==> src/mbpsr_pkg.sv <==
`timescale 1ns / 1ps
`default_nettype none
// ----------------------------------------------------------------------------
// mbpsr_pkg
// Types and constants shared by the masked byte pattern scanner modules.
// ----------------------------------------------------------------------------
package mbpsr_pkg;

  // The pattern and replacement registers hold sixteen bytes in two 64-bit halves.
  localparam int MAX_PATTERN = 16;
  localparam int FILL_W      = $clog2(MAX_PATTERN + 1);
  localparam int QUEUE_DEPTH = 2;
  localparam int ADDR_W      = 32;
  localparam int COUNT_W     = 16;
  localparam int REG_INDEX_W = 3;
  localparam int CFG_DATA_W  = 64;

  typedef enum logic [REG_INDEX_W-1:0] {
    REG_PATTERN_LOW    = 3'd0,
    REG_PATTERN_HIGH   = 3'd1,
    REG_CARE_MASK      = 3'd2,
    REG_PATTERN_LENGTH = 3'd3,
    REG_REPLACE_LOW    = 3'd4,
    REG_REPLACE_HIGH   = 3'd5,
    REG_SCAN_MODE      = 3'd6,
    REG_BASE_ADDRESS   = 3'd7
  } reg_index_t;

  typedef logic [7:0] byte_t;
  typedef byte_t [MAX_PATTERN-1:0] window_t;

  typedef struct packed {
    window_t                  pattern;
    logic [MAX_PATTERN-1:0]   care;
    logic [FILL_W-1:0]        length;
    window_t                  replace;
    logic                     mode;
    logic [ADDR_W-1:0]        base;
  } cfg_t;

  typedef struct packed {
    logic [COUNT_W-1:0] match_count;
    logic               first_found;
    logic [ADDR_W-1:0]  first_address;
  } status_t;

  typedef struct packed {
    window_t           pend_bytes;
    logic [FILL_W-1:0] pend_count;
    window_t           tail_bytes;
    logic [FILL_W-1:0] tail_count;
    status_t           status;
  } record_t;

endpackage
`default_nettype wire

==> src/mbpsr_front.sv <==
`timescale 1ns / 1ps
`default_nettype none
// ----------------------------------------------------------------------------
// mbpsr_front
// Window, masked compare and replacement; builds a record for each request that evicts bytes or ends a region.
// ----------------------------------------------------------------------------
module mbpsr_front (
  input  wire logic                     clk,
  input  wire logic                     rst,
  input  wire mbpsr_pkg::cfg_t          cfg,
  input  wire logic                     accept,
  input  wire logic [7:0]               data_byte,
  input  wire logic                     last_byte,
  output logic                          q_push,
  output mbpsr_pkg::record_t            q_record
);
  import mbpsr_pkg::*;

  window_t               window;
  logic [FILL_W-1:0]     fill;
  logic [ADDR_W-1:0]     offset;
  logic [COUNT_W-1:0]    match_total;
  logic                  found;
  logic [ADDR_W-1:0]     found_addr;

  logic [FILL_W-1:0]     npend;
  logic [FILL_W-1:0]     fill_mid;
  logic [FILL_W-1:0]     fill_next;
  window_t               shifted;
  window_t               window_next;
  logic                  hit;
  logic [ADDR_W-1:0]     offset_next;
  logic [COUNT_W-1:0]    match_total_next;
  logic                  found_next;
  logic [ADDR_W-1:0]     found_addr_next;

  always_comb begin
    npend    = (fill >= cfg.length) ? fill - cfg.length + FILL_W'(1) : '0;
    shifted  = window_t'(window >> {npend, 3'b000});
    fill_mid = fill - npend;
    fill_next = fill_mid + FILL_W'(1);
    window_next = shifted;
    for (int k = 0; k < MAX_PATTERN; k++) begin
      if (FILL_W'(k) == fill_mid) begin
        window_next[k] = data_byte;
      end
    end
    hit = (fill_next == cfg.length);
    for (int k = 0; k < MAX_PATTERN; k++) begin
      if (FILL_W'(k) < cfg.length && cfg.care[k] && window_next[k] != cfg.pattern[k]) begin
        hit = 1'b0;
      end
    end
    offset_next      = offset + ADDR_W'(1);
    match_total_next = match_total;
    found_next       = found;
    found_addr_next  = found_addr;
    if (hit) begin
      if (!found) begin
        found_next      = 1'b1;
        found_addr_next = cfg.base + offset_next - ADDR_W'(cfg.length);
      end
      if (cfg.mode) begin
        window_next = cfg.replace;
        if (match_total != {COUNT_W{1'b1}}) begin
          match_total_next = match_total + COUNT_W'(1);
        end
      end
    end
  end

  always_comb begin
    q_push                       = accept && (npend != '0 || last_byte);
    q_record.pend_bytes          = window;
    q_record.pend_count          = npend;
    q_record.tail_bytes          = window_next;
    q_record.tail_count          = last_byte ? fill_next : '0;
    q_record.status.match_count  = match_total_next;
    q_record.status.first_found  = found_next;
    q_record.status.first_address = found_next ? found_addr_next : '0;
  end

  always_ff @(posedge clk) begin
    if (accept) begin
      window <= window_next;
    end
    if (rst) begin
      fill        <= '0;
      offset      <= '0;
      match_total <= '0;
      found       <= 1'b0;
      found_addr  <= '0;
    end else if (accept) begin
      if (last_byte) begin
        fill        <= '0;
        offset      <= '0;
        match_total <= '0;
        found       <= 1'b0;
        found_addr  <= '0;
      end else begin
        fill        <= fill_next;
        offset      <= offset_next;
        match_total <= match_total_next;
        found       <= found_next;
        found_addr  <= found_addr_next;
      end
    end
  end

endmodule
`default_nettype wire

==> src/mbpsr_fifo.sv <==
`timescale 1ns / 1ps
`default_nettype none
// ----------------------------------------------------------------------------
// mbpsr_fifo
// Short record queue between the compare front and the output back.
// ----------------------------------------------------------------------------
module mbpsr_fifo (
  input  wire logic               clk,
  input  wire logic               rst,
  input  wire logic               push,
  input  wire mbpsr_pkg::record_t push_record,
  input  wire logic               pop,
  output logic                    full,
  output logic                    empty,
  output mbpsr_pkg::record_t      head_record
);
  import mbpsr_pkg::*;

  localparam int PTR_W = (QUEUE_DEPTH > 1) ? $clog2(QUEUE_DEPTH) : 1;
  localparam int CNT_W = $clog2(QUEUE_DEPTH + 1);

  record_t            entries [QUEUE_DEPTH];
  logic [PTR_W-1:0]   rd_ptr;
  logic [PTR_W-1:0]   wr_ptr;
  logic [CNT_W-1:0]   count;
  logic               do_push;
  logic               do_pop;

  always_comb begin
    full        = (count == CNT_W'(QUEUE_DEPTH));
    empty       = (count == '0);
    do_push     = push && !full;
    do_pop      = pop && !empty;
    head_record = entries[rd_ptr];
  end

  always_ff @(posedge clk) begin
    if (do_push) begin
      entries[wr_ptr] <= push_record;
    end
    if (rst) begin
      rd_ptr <= '0;
      wr_ptr <= '0;
      count  <= '0;
    end else begin
      if (do_push) begin
        wr_ptr <= (wr_ptr == PTR_W'(QUEUE_DEPTH - 1)) ? '0 : wr_ptr + PTR_W'(1);
      end
      if (do_pop) begin
        rd_ptr <= (rd_ptr == PTR_W'(QUEUE_DEPTH - 1)) ? '0 : rd_ptr + PTR_W'(1);
      end
      if (do_push && !do_pop) begin
        count <= count + CNT_W'(1);
      end else if (do_pop && !do_push) begin
        count <= count - CNT_W'(1);
      end
    end
  end

endmodule
`default_nettype wire

==> src/mbpsr_back.sv <==
`timescale 1ns / 1ps
`default_nettype none
// ----------------------------------------------------------------------------
// mbpsr_back
// Unpacks records into single result bytes through two shift registers.
// ----------------------------------------------------------------------------
module mbpsr_back (
  input  wire logic               clk,
  input  wire logic               rst,
  input  wire mbpsr_pkg::record_t head_record,
  input  wire logic               q_empty,
  output logic                    q_pop,
  input  wire logic               pop,
  output logic                    empty,
  output logic [7:0]              out_byte,
  output mbpsr_pkg::status_t      status,
  output logic                    end_of_stream
);
  import mbpsr_pkg::*;

  window_t            pend_sr;
  window_t            tail_sr;
  logic [FILL_W-1:0]  pend_cnt;
  logic [FILL_W-1:0]  tail_cnt;
  logic               pend_any;
  logic               busy;
  logic               take;
  logic               done;

  always_comb begin
    pend_any      = (pend_cnt != '0);
    busy          = pend_any || (tail_cnt != '0);
    empty         = !busy;
    out_byte      = pend_any ? pend_sr[0] : tail_sr[0];
    end_of_stream = !pend_any && (tail_cnt == FILL_W'(1));
    take          = pop && busy;
    done          = take && ((pend_any && pend_cnt == FILL_W'(1) && tail_cnt == '0) ||
                             (!pend_any && tail_cnt == FILL_W'(1)));
    q_pop         = !q_empty && (!busy || done);
  end

  always_ff @(posedge clk) begin
    if (q_pop) begin
      pend_sr <= head_record.pend_bytes;
      tail_sr <= head_record.tail_bytes;
      status  <= head_record.status;
    end else if (take) begin
      if (pend_any) begin
        pend_sr <= window_t'(pend_sr >> 8);
      end else begin
        tail_sr <= window_t'(tail_sr >> 8);
      end
    end
    if (rst) begin
      pend_cnt <= '0;
      tail_cnt <= '0;
    end else if (q_pop) begin
      pend_cnt <= head_record.pend_count;
      tail_cnt <= head_record.tail_count;
    end else if (take) begin
      if (pend_any) begin
        pend_cnt <= pend_cnt - FILL_W'(1);
      end else begin
        tail_cnt <= tail_cnt - FILL_W'(1);
      end
    end
  end

endmodule
`default_nettype wire

==> src/masked_byte_pattern_scan_replace.sv <==
`timescale 1ns / 1ps
`default_nettype none
// ----------------------------------------------------------------------------
// masked_byte_pattern_scan_replace
// Streams a byte region through a sliding window, matches a masked pattern,
// records the first hit and optionally overwrites every hit in place.
// ----------------------------------------------------------------------------
//  Channel   Handshake          Payload
//  input     push / full        data_byte, last_byte
//  result    empty / pop        out_byte, match_count, first_found,
//                               first_address, end_of_stream
//  config    cfg_write          cfg_index, cfg_data
//
// A request is compared in the cycle it is accepted; one request per cycle is
// taken while the queue is not full; a request may yield several results, which
// hold the result port one byte per cycle from the unpacking stage while pop is
// held; a two-record queue lets the input run on while results wait.
// Reset is synchronous and restores the register defaults; no clearing pass.
// ----------------------------------------------------------------------------
module masked_byte_pattern_scan_replace (
  input  wire logic                                   clk,
  input  wire logic                                   rst,
  input  wire logic                                   push,
  output logic                                        full,
  input  wire logic [7:0]                             data_byte,
  input  wire logic                                   last_byte,
  output logic                                        empty,
  input  wire logic                                   pop,
  output logic [7:0]                                  out_byte,
  output logic [15:0]                                 match_count,
  output logic                                        first_found,
  output logic [31:0]                                 first_address,
  output logic                                        end_of_stream,
  input  wire logic                                   cfg_write,
  input  wire logic [mbpsr_pkg::REG_INDEX_W-1:0]      cfg_index,
  input  wire logic [mbpsr_pkg::CFG_DATA_W-1:0]       cfg_data
);
  import mbpsr_pkg::*;

  logic [63:0]          pattern_low;
  logic [63:0]          pattern_high;
  logic [15:0]          care_mask;
  logic [4:0]           pattern_length;
  logic [63:0]          replace_low;
  logic [63:0]          replace_high;
  logic                 scan_mode;
  logic [ADDR_W-1:0]    base_address;

  cfg_t                 cfg;
  logic                 accept;
  logic                 q_push;
  record_t              q_record;
  logic                 q_full;
  logic                 q_empty;
  logic                 q_pop;
  record_t              head_record;
  status_t              status;

  always_ff @(posedge clk) begin
    if (rst) begin
      pattern_low    <= '0;
      pattern_high   <= '0;
      care_mask      <= 16'hFFFF;
      pattern_length <= 5'(MAX_PATTERN);
      replace_low    <= '0;
      replace_high   <= '0;
      scan_mode      <= 1'b0;
      base_address   <= '0;
    end else if (cfg_write) begin
      case (cfg_index)
        REG_PATTERN_LOW:    pattern_low    <= cfg_data;
        REG_PATTERN_HIGH:   pattern_high   <= cfg_data;
        REG_CARE_MASK:      care_mask      <= cfg_data[15:0];
        REG_PATTERN_LENGTH: pattern_length <= cfg_data[4:0];
        REG_REPLACE_LOW:    replace_low    <= cfg_data;
        REG_REPLACE_HIGH:   replace_high   <= cfg_data;
        REG_SCAN_MODE:      scan_mode      <= cfg_data[0];
        REG_BASE_ADDRESS:   base_address   <= cfg_data[ADDR_W-1:0];
        default: begin
        end
      endcase
    end
  end

  always_comb begin
    cfg.pattern = window_t'({pattern_high, pattern_low});
    cfg.care    = care_mask[MAX_PATTERN-1:0];
    cfg.replace = window_t'({replace_high, replace_low});
    cfg.mode    = scan_mode;
    cfg.base    = base_address;
    if (pattern_length == '0) begin
      cfg.length = FILL_W'(1);
    end else if (FILL_W'(pattern_length) > FILL_W'(MAX_PATTERN)) begin
      cfg.length = FILL_W'(MAX_PATTERN);
    end else begin
      cfg.length = FILL_W'(pattern_length);
    end
    accept = push && !q_full;
    full   = q_full;
  end

  mbpsr_front u_front (
    .clk       (clk),
    .rst       (rst),
    .cfg       (cfg),
    .accept    (accept),
    .data_byte (data_byte),
    .last_byte (last_byte),
    .q_push    (q_push),
    .q_record  (q_record)
  );

  mbpsr_fifo u_fifo (
    .clk         (clk),
    .rst         (rst),
    .push        (q_push),
    .push_record (q_record),
    .pop         (q_pop),
    .full        (q_full),
    .empty       (q_empty),
    .head_record (head_record)
  );

  mbpsr_back u_back (
    .clk           (clk),
    .rst           (rst),
    .head_record   (head_record),
    .q_empty       (q_empty),
    .q_pop         (q_pop),
    .pop           (pop),
    .empty         (empty),
    .out_byte      (out_byte),
    .status        (status),
    .end_of_stream (end_of_stream)
  );

  always_comb begin
    match_count   = status.match_count;
    first_found   = status.first_found;
    first_address = status.first_address;
  end

  a_last_yields_record: assert property (@(posedge clk) disable iff (rst)
    accept && last_byte |-> q_push)
    else $error("final request of a region produced no record");

  a_queued_record_reaches_output: assert property (@(posedge clk) disable iff (rst)
    !q_empty |=> !empty)
    else $error("queued record did not reach the result port");

  a_address_zero_without_hit: assert property (@(posedge clk) disable iff (rst)
    !empty && !first_found |-> first_address == '0)
    else $error("first address set without a recorded match");

endmodule
`default_nettype wire

==> config.mk <==
export PLATFORM = sky130hd
export DESIGN_NAME = masked_byte_pattern_scan_replace
export DESIGN_NICKNAME = d
export VERILOG_FILES = /design/src/mbpsr_pkg.sv /design/src/mbpsr_front.sv /design/src/mbpsr_fifo.sv /design/src/mbpsr_back.sv /design/src/masked_byte_pattern_scan_replace.sv
export SDC_FILE = /design/constraint.sdc
export NUM_CORES = 2
export LEC_CHECK = 0
export BUFFER_PORTS_ARGS = -buffer_cell sky130_fd_sc_hd__buf_2
export CAP_MARGIN = 10
export CORE_ASPECT_RATIO = 1.75
export CORE_MARGIN = 5
export CORE_UTILIZATION = 55
export CTS_CLUSTER_SIZE = 24
export DETAILED_ROUTE_END_ITERATION = 10
export GPL_TIMING_DRIVEN = 0
export PLACE_DENSITY = 0.76
export SLEW_MARGIN = 20
export SYNTH_ARGS = -nofsm -noshare
export SYNTH_HDL_FRONTEND = slang
export SYNTH_SLANG_ARGS = --single-unit
==> constraint.sdc <==
create_clock -name clk -period 37.4 [get_ports clk]
set_clock_uncertainty 0.15 [all_clocks]
set_input_delay 7.48 -clock clk [delete_from_list [all_inputs] [get_ports clk]]
set_output_delay 7.48 -clock clk [all_outputs]
set_load 0.01 [all_outputs]
==> results.sh, run 1 <==
export IMPL_toolErrorMsg="[ERROR GRT-0116] Global routing finished with congestion. Check the congestion regions in the DRC Viewer."
export IMPL_die_w_microns=282
export IMPL_avgSynthCellArea_sq_um=10.6
export IMPL_netlist_cell_type_count=113
export IMPL_synth_common_cells="nand2_1, edfxtp_1, a21oi_1"
export IMPL_async_flop_share_pct=0
export IMPL_dpl_cell_count=8617
export IMPL_rows=174
export IMPL_globalplace_congestion=1.17
export IMPL_synth_edf_count=1063
export IMPL_synthMostInstantiatedCell="nand2_1"
export IMPL_ctsResizeCount=0
export IMPL_port_buffers=130
export IMPL_synth_main_ff_cell="edfxtp_1"
export IMPL_die_h_microns=485
export IMPL_lastStage="global routing (5_1_grt)"
export IMPL_syn_nets=6900
export IMPL_grt_pass1_wl_mm=632
export IMPL_grt_pass1_vias=71522
export IMPL_grtUsageTotal_pct=65.6
export IMPL_synth_seq_cells=1474
export IMPL_synth_top_area_share_pct=45.0
export IMPL_cts_buffers=132
export IMPL_status="stopped before the end"
export IMPL_ys_warn_count=0
export IMPL_hold_buffers=0
export IMPL_grt_ovfl_total=319
export IMPL_post_cts_buffers=0
export IMPL_synthTopCellsByArea="edfxtp_1, dfxtp_1, nand2_1, mux2i_1, a21oi_1"
export IMPL_syn_inst=6729
export IMPL_initial_core_util_pct=55.3
export IMPL_cts_max_level=4
export IMPL_num_io_pins=141
export IMPL_yosys_area_top_type="edfxtp_1"
export IMPL_clock_sinks=1474
export IMPL_clockBufferDepth=3
export IMPL_seq_area_frac_synth_pct=56.6
export IMPL_hpwl_mm=304
export IMPL_grt_max_degree=56
export IMPL_syn_area_sq_mm=0.0710
export IMPL_cts_root_buffer="clkbuf_16"
[logic make-up after synthesis]
group	after synthesis	share of synthesized area [%]
compound gates	1677	14.8
xor+xnor	200	2.50
fa+ha+maj	90	1.66
buf+inv	628	3.54
flops	1474	56.6
mux	520	7.80
simple gates	2140	13.2
[metrics by stage]
step / instance area, sq um / setup TNS (ns) / setup slack (ns)
4_1_cts: 79400 / 0 / 22.68
3_5_place_dp: 75100 / 0 / 21.89
3_3_place_gp: 73700 / -1939.27 / -6.26
2_1_floorplan: 71000 / 0 / 6.44
[routing by layer]
metal  GRT overflow  global-route usage, %
met1              8                   65.8
met2            187                   87.1
met3              4                   43.0
met4            118                   65.9
met5              2                   11.3
==> inputs of run 2 (changes only) <==
--- a/config.mk
+++ b/config.mk
@@ -7,13 +7,11 @@
 export LEC_CHECK = 0
 export BUFFER_PORTS_ARGS = -buffer_cell sky130_fd_sc_hd__buf_2
 export CAP_MARGIN = 10
-export CORE_ASPECT_RATIO = 1.75
 export CORE_MARGIN = 5
-export CORE_UTILIZATION = 55
-export CTS_CLUSTER_SIZE = 24
+export CORE_UTILIZATION = 40
 export DETAILED_ROUTE_END_ITERATION = 10
 export GPL_TIMING_DRIVEN = 0
-export PLACE_DENSITY = 0.76
+export PLACE_DENSITY_LB_ADDON = 0.15
 export SLEW_MARGIN = 20
 export SYNTH_ARGS = -nofsm -noshare
 export SYNTH_HDL_FRONTEND = slang
==> results.sh, run 2 <==
export IMPL_dieArea_sq_mm=0.186
export IMPL_hold_viol_final=0
export IMPL_wl_mm=395
export IMPL_grt_max_degree=54
export IMPL_start_kind="input pin"
export IMPL_synthTopCellsByArea="edfxtp_1, dfxtp_1, nand2_1, mux2i_1, a21oi_1"
export IMPL_routed_via_density=6.35
export IMPL_clockBufferDepth=3
export IMPL_clkTransAtPathRegs_ns=0.06
export IMPL_ctsResizeCount=0
export IMPL_max_freq_ghz=0.0651
export IMPL_synthMostInstantiatedCell="nand2_1"
export IMPL_worst_pin_slew_ns=1.36
export IMPL_synth_compound_area_share_pct=14.8
export IMPL_setup_violations_final=0
export IMPL_areaGrowthSynthToFinish_pct=15.1
export IMPL_drcViolationCount=0
export IMPL_place_ws_ns=21.74
export IMPL_synthAdderAreaFrac_pct=1.66
export IMPL_vdd_drop_max_mv=0.0794
export IMPL_via_count=61399
export IMPL_num_io_pins=141
export IMPL_largest_reg_flops=630
export IMPL_dpl_cell_count=9315
export IMPL_async_flop_share_pct=0
export IMPL_cts_buffers=157
export IMPL_ys_warn_count=0
export IMPL_hpwl_mm=306
export IMPL_yosys_area_top_type="edfxtp_1"
export IMPL_maxSlewHeadroom_pct=9.65
export IMPL_end_kind="flop"
export IMPL_yosys_area_share_simple_pct=13.2
export IMPL_post_cts_buffers=0
export IMPL_finalWorstSetupSlack_ns=22.04
export IMPL_path_class="in -> reg"
export IMPL_syn_inst=6729
export IMPL_cp_max_fo=10
export IMPL_synth_seq_cells=1474
export IMPL_first_iter_violations=9156
export IMPL_period_share_pct=41.1
export IMPL_clock_latency_ns=0.86
export IMPL_cts_root_buffer="clkbuf_16"
export IMPL_muxShareOfSynthArea_pct=7.80
export IMPL_grt_pass1_wl_mm=514
export IMPL_fin_cells=9671
export IMPL_synth_main_ff_cell="edfxtp_1"
export IMPL_final_cell_mix="nand2_1, edfxtp_1, a21oi_1, dfxtp_1, o21ai_0"
export IMPL_seq_area_frac_synth_pct=56.6
export IMPL_wire_per_inst_microns=40.8
export IMPL_cts_max_level=4
export IMPL_syn_area_sq_mm=0.0710
export IMPL_syn_nets=6900
export IMPL_die_h_microns=431
export IMPL_synth_common_cells="nand2_1, edfxtp_1, a21oi_1"
export IMPL_grt_pass1_vias=56253
export IMPL_netlist_cell_type_count=113
export IMPL_synth_xor_area_share_pct=2.50
export IMPL_port_buffers=130
export IMPL_layout_commonest_cell="nand2_1"
export IMPL_avgSynthCellArea_sq_um=10.6
export IMPL_maxCapViolations=0
export IMPL_coreArea_sq_mm=0.176
export IMPL_drtAntennaViolNets=0
export IMPL_die_w_microns=431
export IMPL_powerDensity_mw_per_mm2=80.9
export IMPL_hold_buffers=0
export IMPL_final_min_clock_period_ns=15.36
export IMPL_power_total_uw=6610
export IMPL_synth_top_family_by_area="compound AO/OA/AOI/OAI gates"
export IMPL_cts_tree="built"
export IMPL_synth_top_area_share_pct=45.0
export IMPL_largest_register="u_fifo.entries"
export IMPL_layout_nets=7306
export IMPL_rows=154
export IMPL_dr_pass1_iters=6
export IMPL_grtUsageTotal_pct=41.3
export IMPL_grt_setup_unrepaired="no"
export IMPL_cp_data_required_time_ns=37.75
export IMPL_clock_sinks=1474
export IMPL_antenna_found_initial=79
export IMPL_leakage_uw=0.0286
export IMPL_status="finished, final reports clean"
export IMPL_maxSlewViolCount=0
export IMPL_initial_core_util_pct=40.3
export IMPL_synth_edf_count=1063
export IMPL_drive_gt1_share_pct=12.2
export IMPL_grt_ovfl_total=0
export IMPL_critPathArrivalTime_ns=15.71
export IMPL_holdCritPathClass="reg -> reg"
export IMPL_globalplace_congestion=1.09
[run 2: final cells by class]
| type | count | area, sq um |
|---|---|---|
| Fill cell | 16494 | 94600 |
| Sequential cell | 1474 | 40100 |
| Multi-Input combinational cell | 4627 | 28700 |
| Clock buffer | 203 | 4270 |
| Tap cell | 2340 | 2930 |
| Timing Repair Buffer | 247 | 2030 |
| Buffer | 464 | 1940 |
| Clock inverter | 90 | 896 |
| Inverter | 164 | 616 |
| Antenna cell | 62 | 155 |
[run 2: critical path, cell delays in order]
cell	delay [ns]
clkbuf_1	0.88
clkbuf_2	0.68
clkbuf_1	0.94
mux2i_1	0.70
o22ai_1	0.35
a21oi_1	0.06
a31oi_1	0.53
nor4_1	0.13
nand4_1	0.38
or3_1	0.17
clkbuf_1	0.52
clkbuf_2	0.65
clkbuf_1	0.80
nor2_1	0.49
a21oi_1	0.85
[run 2: power by group]
group | switching [uW] | internal (uW) | total (uW)
clock network | 673 | 897 | 1570
logic | 1740 | 621 | 2360
registers | 363 | 2310 | 2680
total | 2780 | 3830 | 6610
[run 2: final timing paths]
| check | from | endpoint | slack, ns | cells after the start |
|---|---|---|---|---|
| worst max-delay path | data_byte[6] | u_front.q_record[304] | 22.04 | 15 |
| worst min-delay path | base_address[28] | base_address[28] | 0.31 | 2 |
| worst max register to register | pattern_length[4] | u_front.q_record[304] | 22.13 | 34 |
| worst min register to register | base_address[28] | base_address[28] | 0.31 | 2 |
[run 2: logic make-up (layout without fill, tap and decap cells)]
family                   Yosys count  in the layout
buffers and inverters            628           1168
flip-flops                      1474           1474
adder cells (fa/ha/maj)           90             90
XOR/XNOR                         200            200
multiplexers                     520            520
other                              0             62
AO/OA/AOI/OAI                   1677           1677
AND/OR/NAND/NOR                 2140           2140
[run 2: routing by layer]
layer,vias to the layer above,global-route usage (%),part of all wire (%),wire (microns)
li1,25510,-,-,-
met1,30922,54.8,40,158000
met2,3959,57.8,41,161000
met3,988,13.0,11,44400
met4,20,27.4,8.1,32200
met5,-,0,0.033,130
[run 2: per-stage QoR]
stage / utilization, % / hold slack (ns) / setup TNS [ns] / area [sq um]
2_1_floorplan: - / 0.283 / 0 / 71000
3_3_place_gp: 42.3 / 0.292 / -2737.02 / 74600
3_5_place_dp: 43.3 / 0.297 / 0 / 76300
4_1_cts: 46.2 / 0.305 / 0 / 81500
5_1_grt: 46.3 / 0.316 / 0 / 81600
6_report: 46.3 / 0.307 / 0 / 81700
Note: power is estimated with default switching activity, not from simulation.
